$ cat src/design/assert_macros.svh
// Assertion macros shared by the calendar generator RTL.
`ifndef ASSERT_MACROS_SVH
`define ASSERT_MACROS_SVH

// Checks a condition at every clock edge outside reset.
`define ASSERT_ALWAYS(lbl, cond, msg) \
  lbl: assert property (@(posedge clk) disable iff (rst) (cond)) else $error(msg);

// Checks that a condition implies another in the same cycle.
`define ASSERT_IMPLIES(lbl, ante, cons, msg) \
  lbl: assert property (@(posedge clk) disable iff (rst) (ante) |-> (cons)) else $error(msg);

// Checks that a condition implies another in the next cycle.
`define ASSERT_NEXT(lbl, ante, cons, msg) \
  lbl: assert property (@(posedge clk) disable iff (rst) (ante) |=> (cons)) else $error(msg);

`endif

$ cat src/design/mcd_pkg.sv
// Shared types, constants and tables of the month calendar generator.
package mcd_pkg;

  localparam int DIV_W = 16;
  localparam int REM_W = 7;

  // Reciprocals scaled by 2**RECIP_SHIFT. They give exact quotients for every
  // dividend this block produces (below 16800 by 100, below 21000 by 7).
  localparam int RECIP_W     = 17;
  localparam int RECIP_SHIFT = 19;
  localparam logic [RECIP_W-1:0] RECIP_CENTURY = 17'd5243;
  localparam logic [RECIP_W-1:0] RECIP_WEEK    = 17'd74899;

  localparam logic [REM_W-1:0] DIVISOR_CENTURY = 7'd100;
  localparam logic [REM_W-1:0] DIVISOR_WEEK    = 7'd7;
  localparam logic [14:0]      YEAR_BIAS       = 15'd400;

  typedef struct packed {
    logic busy;
    logic done;
  } div_stat_t;

  // Zeller month term, floor(13 * (m + 1) / 5).
  function automatic logic [5:0] zeller_term(input logic [3:0] m);
    logic [5:0] t;
    case (m)
      4'd0:    t = 6'd2;
      4'd1:    t = 6'd5;
      4'd2:    t = 6'd7;
      4'd3:    t = 6'd10;
      4'd4:    t = 6'd13;
      4'd5:    t = 6'd15;
      4'd6:    t = 6'd18;
      4'd7:    t = 6'd20;
      4'd8:    t = 6'd23;
      4'd9:    t = 6'd26;
      4'd10:   t = 6'd28;
      4'd11:   t = 6'd31;
      4'd12:   t = 6'd33;
      4'd13:   t = 6'd36;
      4'd14:   t = 6'd39;
      default: t = 6'd41;
    endcase
    return t;
  endfunction

endpackage

$ cat src/design/mcd_divider.sv
// Division by 100 or by 7 through reciprocal multiplication, in a multiply phase and then a remainder phase.
module mcd_divider import mcd_pkg::*; (
  input  logic             clk,
  input  logic             rst,
  input  logic             start,
  input  logic [DIV_W-1:0] dividend,
  input  logic [REM_W-1:0] divisor,
  output logic [DIV_W-1:0] quotient,
  output logic [REM_W-1:0] remainder,
  output div_stat_t        stat
);

  typedef enum logic [1:0] {
    P_IDLE,
    P_MUL,
    P_REM
  } phase_t;

  phase_t             phase;
  logic [DIV_W-1:0]   num;
  logic [REM_W-1:0]   dvs;
  logic [RECIP_W-1:0] recip;
  logic [DIV_W-1:0]   quo;
  logic [REM_W-1:0]   rem;
  logic               done;

  logic [DIV_W+RECIP_W-1:0] prod;
  logic [DIV_W-1:0]         back;
  logic [DIV_W-1:0]         diff;

  always_comb begin
    prod = {{RECIP_W{1'b0}}, num} * {{DIV_W{1'b0}}, recip};
    back = quo * DIV_W'(dvs);
    // The remainder stays below the divisor, so it fits in REM_W bits.
    diff = num - back;
  end

  always_ff @(posedge clk) begin
    if (rst) begin
      phase <= P_IDLE;
      done  <= 1'b0;
    end else begin
      done <= (phase == P_REM) && !start;
      if (start) begin
        num   <= dividend;
        dvs   <= divisor;
        // Only the two divisors of the calendar are supported.
        recip <= (divisor == DIVISOR_WEEK) ? RECIP_WEEK : RECIP_CENTURY;
        phase <= P_MUL;
      end else begin
        case (phase)
          P_MUL: begin
            quo   <= DIV_W'(prod[DIV_W+RECIP_W-1:RECIP_SHIFT]);
            phase <= P_REM;
          end
          P_REM: begin
            rem   <= diff[REM_W-1:0];
            phase <= P_IDLE;
          end
          default: begin
            phase <= P_IDLE;
          end
        endcase
      end
    end
  end

  assign quotient  = quo;
  assign remainder = rem;
  assign stat.busy = (phase != P_IDLE);
  assign stat.done = done;

endmodule

$ cat src/design/month_calendar_day_generator_unit.sv
// Throughput: one day beat per cycle while m_tready is high, 28 to 31 beats per item;
// the next input beat is taken only once the last day of the previous item is loaded.
// After an input beat is accepted, the sequencer runs two passes of the shared
// reciprocal divider (by 100, then the week modulo by 7) and then loads the first day.
// Reset: rst, synchronous and active high, clears the sequencer and output valid.
module month_calendar_day_generator_unit import mcd_pkg::*; (
  input  logic        clk,
  input  logic        rst,
  input  logic        s_tvalid,
  output logic        s_tready,
  input  logic [23:0] s_tdata,   // year[13:0], month_number[17:14], today_day[22:18]
  input  logic        s_tuser,   // is_current_month[0]
  output logic        m_tvalid,
  input  logic        m_tready,
  output logic [15:0] m_tdata,   // day_of_month[4:0], weekday[7:5], is_weekend[8],
                                 // is_today[9]
  output logic        m_tlast    // last_of_month
);

`include "assert_macros.svh"

  typedef enum logic [1:0] {
    S_IDLE,
    S_DIV100,
    S_MOD7,
    S_EMIT
  } state_t;

  state_t      state;
  logic [13:0] year_r;
  logic [3:0]  month_r;
  logic [4:0]  today_r;
  logic        cur_r;
  logic [4:0]  days;
  logic [4:0]  day_cnt;
  logic [2:0]  wd_cur;

  logic             div_start;
  logic [DIV_W-1:0] div_dividend;
  logic [REM_W-1:0] div_divisor;
  logic [DIV_W-1:0] div_quot;
  logic [REM_W-1:0] div_rem;
  div_stat_t        div_stat;

  logic             jan_feb;
  logic [14:0]      y;
  logic             r_zero;
  logic [7:0]       q;
  logic [7:0]       qy;
  logic [3:0]       mz;
  logic [DIV_W-1:0] zeller_sum;
  logic             leap;
  logic [4:0]       days_next;
  logic [2:0]       h;
  logic [2:0]       wd_first;
  logic             out_free;
  logic             s_accept;

  assign s_tready = (state == S_IDLE);
  assign s_accept = s_tvalid && s_tready;
  assign out_free = !m_tvalid || m_tready;

  always_comb begin
    jan_feb = (month_r == 4'd1) || (month_r == 4'd2);
    y       = {1'b0, year_r} + YEAR_BIAS - 15'(jan_feb);
    r_zero  = (div_rem == '0);
    q       = div_quot[7:0];
    // The divider saw the unshifted biased year; January and February use one less.
    qy      = q - 8'(jan_feb && r_zero);
    mz      = jan_feb ? (month_r + 4'd12) : month_r;
    zeller_sum = DIV_W'(y) + DIV_W'(y[14:2]) + DIV_W'(zeller_term(mz)) + DIV_W'(1)
               + DIV_W'(qy[7:2]) - DIV_W'(qy);
    // The bias of 400 years leaves the remainders by 4, 100 and 400 unchanged.
    leap = (year_r[1:0] == 2'd0) && (!r_zero || (q[1:0] == 2'd0));
    case (month_r) inside
      4'd1, 4'd3, 4'd5, 4'd7, 4'd8, 4'd10, 4'd12: days_next = 5'd31;
      4'd4, 4'd6, 4'd9, 4'd11:                    days_next = 5'd30;
      4'd2:    days_next = leap ? 5'd29 : 5'd28;
      default: days_next = 5'd30;
    endcase
    h        = div_rem[2:0];
    wd_first = (h == 3'd0) ? 3'd6 : (h - 3'd1);
  end

  always_comb begin
    div_start    = 1'b0;
    div_dividend = DIV_W'({1'b0, s_tdata[13:0]}) + DIV_W'(YEAR_BIAS);
    div_divisor  = DIVISOR_CENTURY;
    case (state)
      S_IDLE: begin
        div_start = s_accept;
      end
      S_DIV100: begin
        div_start    = div_stat.done;
        div_dividend = zeller_sum;
        div_divisor  = DIVISOR_WEEK;
      end
      default: begin
        div_start = 1'b0;
      end
    endcase
  end

  mcd_divider u_div (
    .clk       (clk),
    .rst       (rst),
    .start     (div_start),
    .dividend  (div_dividend),
    .divisor   (div_divisor),
    .quotient  (div_quot),
    .remainder (div_rem),
    .stat      (div_stat)
  );

  always_ff @(posedge clk) begin
    if (rst) begin
      state    <= S_IDLE;
      m_tvalid <= 1'b0;
    end else begin
      // While emitting, a taken beat is replaced by the next day in the same cycle.
      if (m_tready && (state != S_EMIT)) begin
        m_tvalid <= 1'b0;
      end
      case (state)
        S_IDLE: begin
          if (s_accept) begin
            year_r  <= s_tdata[13:0];
            month_r <= s_tdata[17:14];
            today_r <= s_tdata[22:18];
            cur_r   <= s_tuser;
            state   <= S_DIV100;
          end
        end
        S_DIV100: begin
          if (div_stat.done) begin
            days  <= days_next;
            state <= S_MOD7;
          end
        end
        S_MOD7: begin
          if (div_stat.done) begin
            wd_cur  <= wd_first;
            day_cnt <= 5'd1;
            state   <= S_EMIT;
          end
        end
        S_EMIT: begin
          if (out_free) begin
            m_tvalid <= 1'b1;
            m_tdata  <= {6'd0, cur_r && (day_cnt == today_r),
                         (wd_cur == 3'd0) || (wd_cur == 3'd6), wd_cur, day_cnt};
            m_tlast  <= (day_cnt == days);
            day_cnt  <= day_cnt + 5'd1;
            wd_cur   <= (wd_cur == 3'd6) ? 3'd0 : (wd_cur + 3'd1);
            if (day_cnt == days) begin
              state <= S_IDLE;
            end
          end
        end
        default: begin
          state <= S_IDLE;
        end
      endcase
    end
  end

  `ASSERT_IMPLIES(a_last_len, m_tvalid && m_tlast, m_tdata[4:0] >= 5'd28, "run ended before day 28")
  `ASSERT_IMPLIES(a_wd_range, m_tvalid, m_tdata[7:5] != 3'd7, "weekday out of range")
  `ASSERT_IMPLIES(a_div_done, div_stat.done, state == S_DIV100 || state == S_MOD7, "stray divider done")
  `ASSERT_NEXT(a_first_day, state == S_MOD7 && div_stat.done, day_cnt == 5'd1 && days >= 5'd28, "bad run setup")

endmodule

$ cat config.mk
export PLATFORM = sky130hd
export DESIGN_NAME = month_calendar_day_generator_unit
export DESIGN_NICKNAME = d
export VERILOG_FILES = /design/src/design/mcd_pkg.sv /design/src/design/mcd_divider.sv /design/src/design/month_calendar_day_generator_unit.sv
export VERILOG_INCLUDE_DIRS = /design/src /design/src/design
export SDC_FILE = /design/constraint.sdc
export NUM_CORES = 1
export LEC_CHECK = 0
export ABC_AREA = 1
export ABC_CLOCK_PERIOD_IN_PS = 7600
export BUFFER_PORTS_ARGS = -buffer_cell sky130_fd_sc_hd__buf_2
export CORE_AREA = 2 2 205 247
export DETAILED_ROUTE_END_ITERATION = 8
export DIE_AREA = 0 0 207 249
export PLACE_DENSITY = 0.48
export SETUP_SLACK_MARGIN = 0.1
export SYNTH_ARGS = -nofsm -noshare
export SYNTH_HDL_FRONTEND = slang
export SYNTH_HIERARCHICAL = 1
export SYNTH_SLANG_ARGS = --single-unit
$ cat constraint.sdc
create_clock -name clk -period 7.6 [get_ports clk]
set_clock_uncertainty 0.2 [all_clocks]
set_input_delay 0.76 -clock clk [delete_from_list [all_inputs] [get_ports clk]]
set_output_delay 0.76 -clock clk [all_outputs]
set_load 0.01 [all_outputs]
## Word-level counts from Yosys, hierarchy flattened

Memories as Yosys holds them, arrays and structs flattened.
Cells that the tools add are included.

| word-level totals | value |
|---|---|
| bits in registers | 115 |
| ROM bits | 96 |
| output and inout port bits | 19 |
| word-level logic and storage cells | 126 |
| memories kept | 1 |

Memories:

| memory | depth | width | rd ports | clocked after Yosys merged registers in | wr ports | line | text |
|---|---|---|---|---|---|---|---|
| (name not given) | 16 | 6 | 1 | 0 | 0 | mcd_pkg.sv:26 | `case (m)` |

| cells by class | value |
|---|---|
| add/sub/neg operators | 14 |
| $mul | 2 |
| equal/unequal tests | 27 |
| muxes and demuxes | 27 |
| bitwise logic cells | 3 |
| reductions and logical operators | 32 |

Operators with widths:

| kind | number |
|---|---|
| $mul 16x17->33 | 1 |
| $add 16x6->16 | 2 |
| $add 14x9->15 const B | 2 |
| $eq 4x4->1 const B | 5 |
| $mux 17 | 1 |
| $add 15x13->16 | 1 |
| $add 16x1->16 const B | 1 |
| $eq 4x3->1 const B | 4 |
| $mux 16 | 1 |
| $sub 16x8->16 | 1 |
| $reduce_and 3->1 | 5 |
| $sub 15x1->15 | 1 |
| $mul 14x7->7 | 1 |
| $mux 2 | 6 |
| $mux 3 | 4 |
| $reduce_or 12->1 | 1 |
| $eq 5x5->1 | 2 |
| $mux 5 | 2 |
| $pmux 5 s2 | 1 |
| $eq 4x2->1 const B | 2 |
| $pmux 2 s4 | 1 |
| $sub 8x1->8 | 1 |
| $eq 7x3->1 const B | 1 |
| $logic_not 7->1 | 1 |
| other kinds (29) | 57 |

## Longest topological paths before layout

| depth | value |
|---|---|
| depth after elaboration | 9 |
| mapped depth | 31 |
| gate-level depth less buffers | 31 |

## Hierarchy

Netlist, hierarchy kept.

Modules (own cells, without submodules):

| module | instances | cells an instance | area each (um^2) | sequential area each (um^2) |
|---|---|---|---|---|
| mcd_divider | 1 | 1195 | 9399.0 | 1441.4 |
| month_calendar_day_generator_unit | 1 | 667 | 5146.2 | 1411.4 |

## Least setup slack after synthesis

No wires, ideal clock.

| timing path | value |
|---|---|
| path kind | register -> register |
| start point | reg u_div.recip[12] |
| end point | reg u_div.quo[11], in the netlist u_div/quotient[11], data pin |
| data arrival time | 5.056 ns |
| slack | 2.092 ns |
| stages on the path, launching flop included | 24 |
| clock period less this slack | 5.508 ns |
| path through | edfxtp_1 > clkbuf_1 > buf_2 > nand2_1 > fa_1 > inv_1 > fa_1 > fa_1 > fa_1 > fa_1 > inv_1 > fa_1 > inv_1 > ha_1 > nand2_1 > inv_1 > nand2_1 > nand2_1 > nand2_1 > nand2_1 > a21oi_1 > nand2_1 > nand2_1 > nand2_1 |

| on the way | value |
|---|---|
| longest elaborated chain between the ends | 1 |

Ends and longest elaborated chain:

| item | line | text |
|---|---|---|
| start: declaration | mcd_divider.sv:22 | `logic [RECIP_W-1:0] recip;` |
| start signal: assignment | mcd_divider.sv:48 | `recip <= (divisor == DIVISOR_WEEK) ? RECIP_WEEK : RECIP_CENTURY;` |
| $mul 16x17->33 | mcd_divider.sv:32 | `prod = {{RECIP_W{1'b0}}, num} * {{DIV_W{1'b0}}, recip};` |
| net u_div.prod[30] | mcd_divider.sv:27 | `logic [DIV_W+RECIP_W-1:0] prod;` |
| end signal: assignment | mcd_divider.sv:53 | `quo <= DIV_W'(prod[DIV_W+RECIP_W-1:RECIP_SHIFT]);` |
| end: declaration | mcd_divider.sv:23 | `logic [DIV_W-1:0] quo;` |

The timed path passes the listed nets, and every way through them passes these cells.
A chain may end at the register's enable or synchronous reset.

## Final worst setup path

| timing path | value |
|---|---|
| start point | reg u_div.recip[12] |
| end point | reg u_div.quo[7], in the netlist u_div/quotient[7], data pin |

Same word-level chain as after synthesis.

==> metrics.md <==
| Metric | Value |
|---|---|
| Core area | `49000 µm²` |
| Remaining DRCs | `0` |
| Critical path required time | `7470 ps` |
| Area Growth Syn to Fin | `9.55%` |
| Post-Syn Area | `13500 µm²` |
| RSZ-0062 raised after global routing | `no` |
| Root Driver | `clkbuf_16` |
| First-pass DRT Iterations | `5` |
| Actual slew at the worst max-slew pin | `1260 ps` |
| Layout cell share with drive strength beyond 1 | `5.13%` |
| Post-CTS resize count | `0` |
| Max-slew violations | `0` |
| Hpwl dp | `26900 µm` |
| Fillers | `5307` |
| Post-CTS Setup Repair Bufs | `0` |
| Slowest CP cell | `edfxtp_1` |
| HP Start | `u_div/phase[1]$_SDFF_PP0_` |
| Total congestion overflow | `0` |
| Worst path arrival time | `5950 ps` |
| Starting Density | `27.5%` |
| Crit path time final | `6080 ps` |
| Worst Hold Class | `flop to flop` |
| Top achievable clock speed | `164 MHz` |
| Port Buffers | `40` |
| R2R setup slack | `1520 ps` |
| Clk_lat worst skew | `350 ps` |
| Net count reported at finish | `2130` |
| Max Cap Viol | `0` |
| Final period util | `80.0%` |
| Die Y | `249 µm` |
| H-tree Lvls | `3` |
| Hold depth | `1` |
| Vias per inst | `4.20` |
| CTS Buf Count | `9` |
| GRT Overall Usage | `12.0%` |
| Avg Inst Size Synth | `7.93 µm²` |
| Setup slack after layout | `1520 ps` |
| Worst r2r src | `u_div/recip[12]$_DFFE_PP_` |
| FF-to-FF path depth | `18` |
| Worst path depth | `18` |
| Worst-path clk slew | `80 ps` |
| Startpoint types | `flop` |
| Crit Path Category | `flop to flop` |
| First-pass GRT wire length | `50000 µm` |
| Vias in the first global route | `10200` |
| # hold bufs at CTS | `0` |
| Largest net degree at the start of global routing | `26` |
| Initial antenna violation count | `0` |
| Routability cong. | `0.824` |
| Std cell rows | `89` |
| Initial drt markers | `363` |
| Critical path's top delay family | `adder cells` |
| Via Count | `10000` |
| Worst Setup End Kind | `flop` |
| Worst-case clock buffer depth | `2` |
| CP bufs+invs | `4` |
| Worst path cell trace | `nand2_1, fa_1, inv_1, fa_1, fa_1, fa_1, fa_1, inv_1, fa_1, inv_1, ha_1, nand2_1, nor2_2, inv_2, nor3_1, nand2_1, nand4_1, nand2_1` |
| WL per Instance | `12.7 µm` |
| CP Max Fanout | `19` |
| Status | `finished clean` |
| Final hold viol count | `0` |
| Synth Warn # | `6` |
| Routed Antenna Nets | `0` |
| Final setup fails | `0` |
| CTS tree | `yes` |
| Critical Path Max Stage Delay | `870 ps` |
| Critical Path Most Common Cell | `fa_1` |
| WL final | `30300 µm` |
| Setup TNS | `0 ps` |
| I/O pins | `48` |
| Mapped Cells | `1701` |
| Most frequent cells in the layout | `inv_1 (491), nand2_1 (413), ha_1 (213), fa_1 (138), edfxtp_1 (85)` |
| Die span in x | `207 µm` |
| CTS Sinks | `91` |
| Commonest non-fill, non-tap cell in the layout | `inv_1` |
| Rel. slew slack | `15.3%` |
| Placement Setup Slack | `1450 ps` |
| DIE AREA | `51500 µm²` |
| Ant diodes | `0` |
| Hold Crit Endpoint | `u_div/phase[1]$_SDFF_PP0_` |
| R2R Path End | `u_div/quotient[7]$_DFFE_PP_` |
## per-layer routing
| layer | up-vias | global-route usage (%) | share of wire (%) | wire length, µm |
|---|---|---|---|---|
| li1 | 5223 | - | - | - |
| met1 | 4716 | 13.9 | 43 | 13000 |
| met2 | 76 | 23.2 | 54 | 16300 |
| met3 | 34 | 1.25 | 1.4 | 424 |
| met4 | 0 | 3.00 | 2.1 | 629 |
| met5 | - | 0 | 0 | 0 |
## flip-flops by register name (all words and copies together), names as in the netlist
register         flops
wd_cur               3
state                2
month_r              4
cur_r                1
year_r              14
u_div/remainder      7
u_div/phase          2
today_r              5
u_div/dvs            7
u_div/recip          2
m_tdata             10
day_cnt              5
days                 2
m_tlast              1
u_div/done           1
m_tvalid             1
u_div/quotient       8
u_div/num           16
## cell type report
type	count	area, µm²	share of cell area, %
well taps	637	797	5.39
inverters	499	1870	12.7
clock inverters	7	81.3	0.550
repair buffers	45	238	1.61
flip-flops and latches	91	2670	18.1
clock buffers	9	225	1.52
multi-input cells	1104	8900	60.2
## how the worst max path moves through the flow
stage | start | to | slack, ps
3_5_place_dp | u_div/recip[12]$_DFFE_PP_ | u_div/quotient[7]$_DFFE_PP_ | 1450
6_report | u_div/recip[12]$_DFFE_PP_ | u_div/quotient[7]$_DFFE_PP_ | 1520
5_1_grt | u_div/recip[12]$_DFFE_PP_ | u_div/quotient[1]$_DFFE_PP_ | 1140
4_1_cts | u_div/recip[12]$_DFFE_PP_ | u_div/quotient[7]$_DFFE_PP_ | 1450
3_3_place_gp | u_div/recip[12]$_DFFE_PP_ | u_div/quotient[7]$_DFFE_PP_ | 1490
2_1_floorplan | u_div/recip[12]$_DFFE_PP_ | u_div/quotient[7]$_DFFE_PP_ | 2140
## worst register-to-register path, cell delays in order (launching register included)
cell      delay, ps
edfxtp_1        870
nand2_1         280
fa_1            570
inv_1            50
fa_1            470
fa_1            520
fa_1            510
fa_1            540
inv_1            60
fa_1            520
inv_1            40
ha_1            320
nand2_1         130
nor2_2          170
inv_2            60
nor3_1          160
nand2_1         110
nand4_1          80
nand2_1         120
## through the flow
step | cells | area, µm² | util, % | hold slack [ps]
after floorplan | 1711 | 13500 | - | 219
after global placement | 2376 | 14500 | 29.6 | 232
after detailed placement | 2376 | 14500 | 29.6 | 238
after CTS | 2392 | 14800 | 30.2 | 251
after global routing | 2392 | 14800 | 30.2 | 272
final | 2392 | 14800 | 30.2 | 244
Power is not shown: default switching activity piles up to over one toggle a cycle in this logic, so the estimate is an artifact.
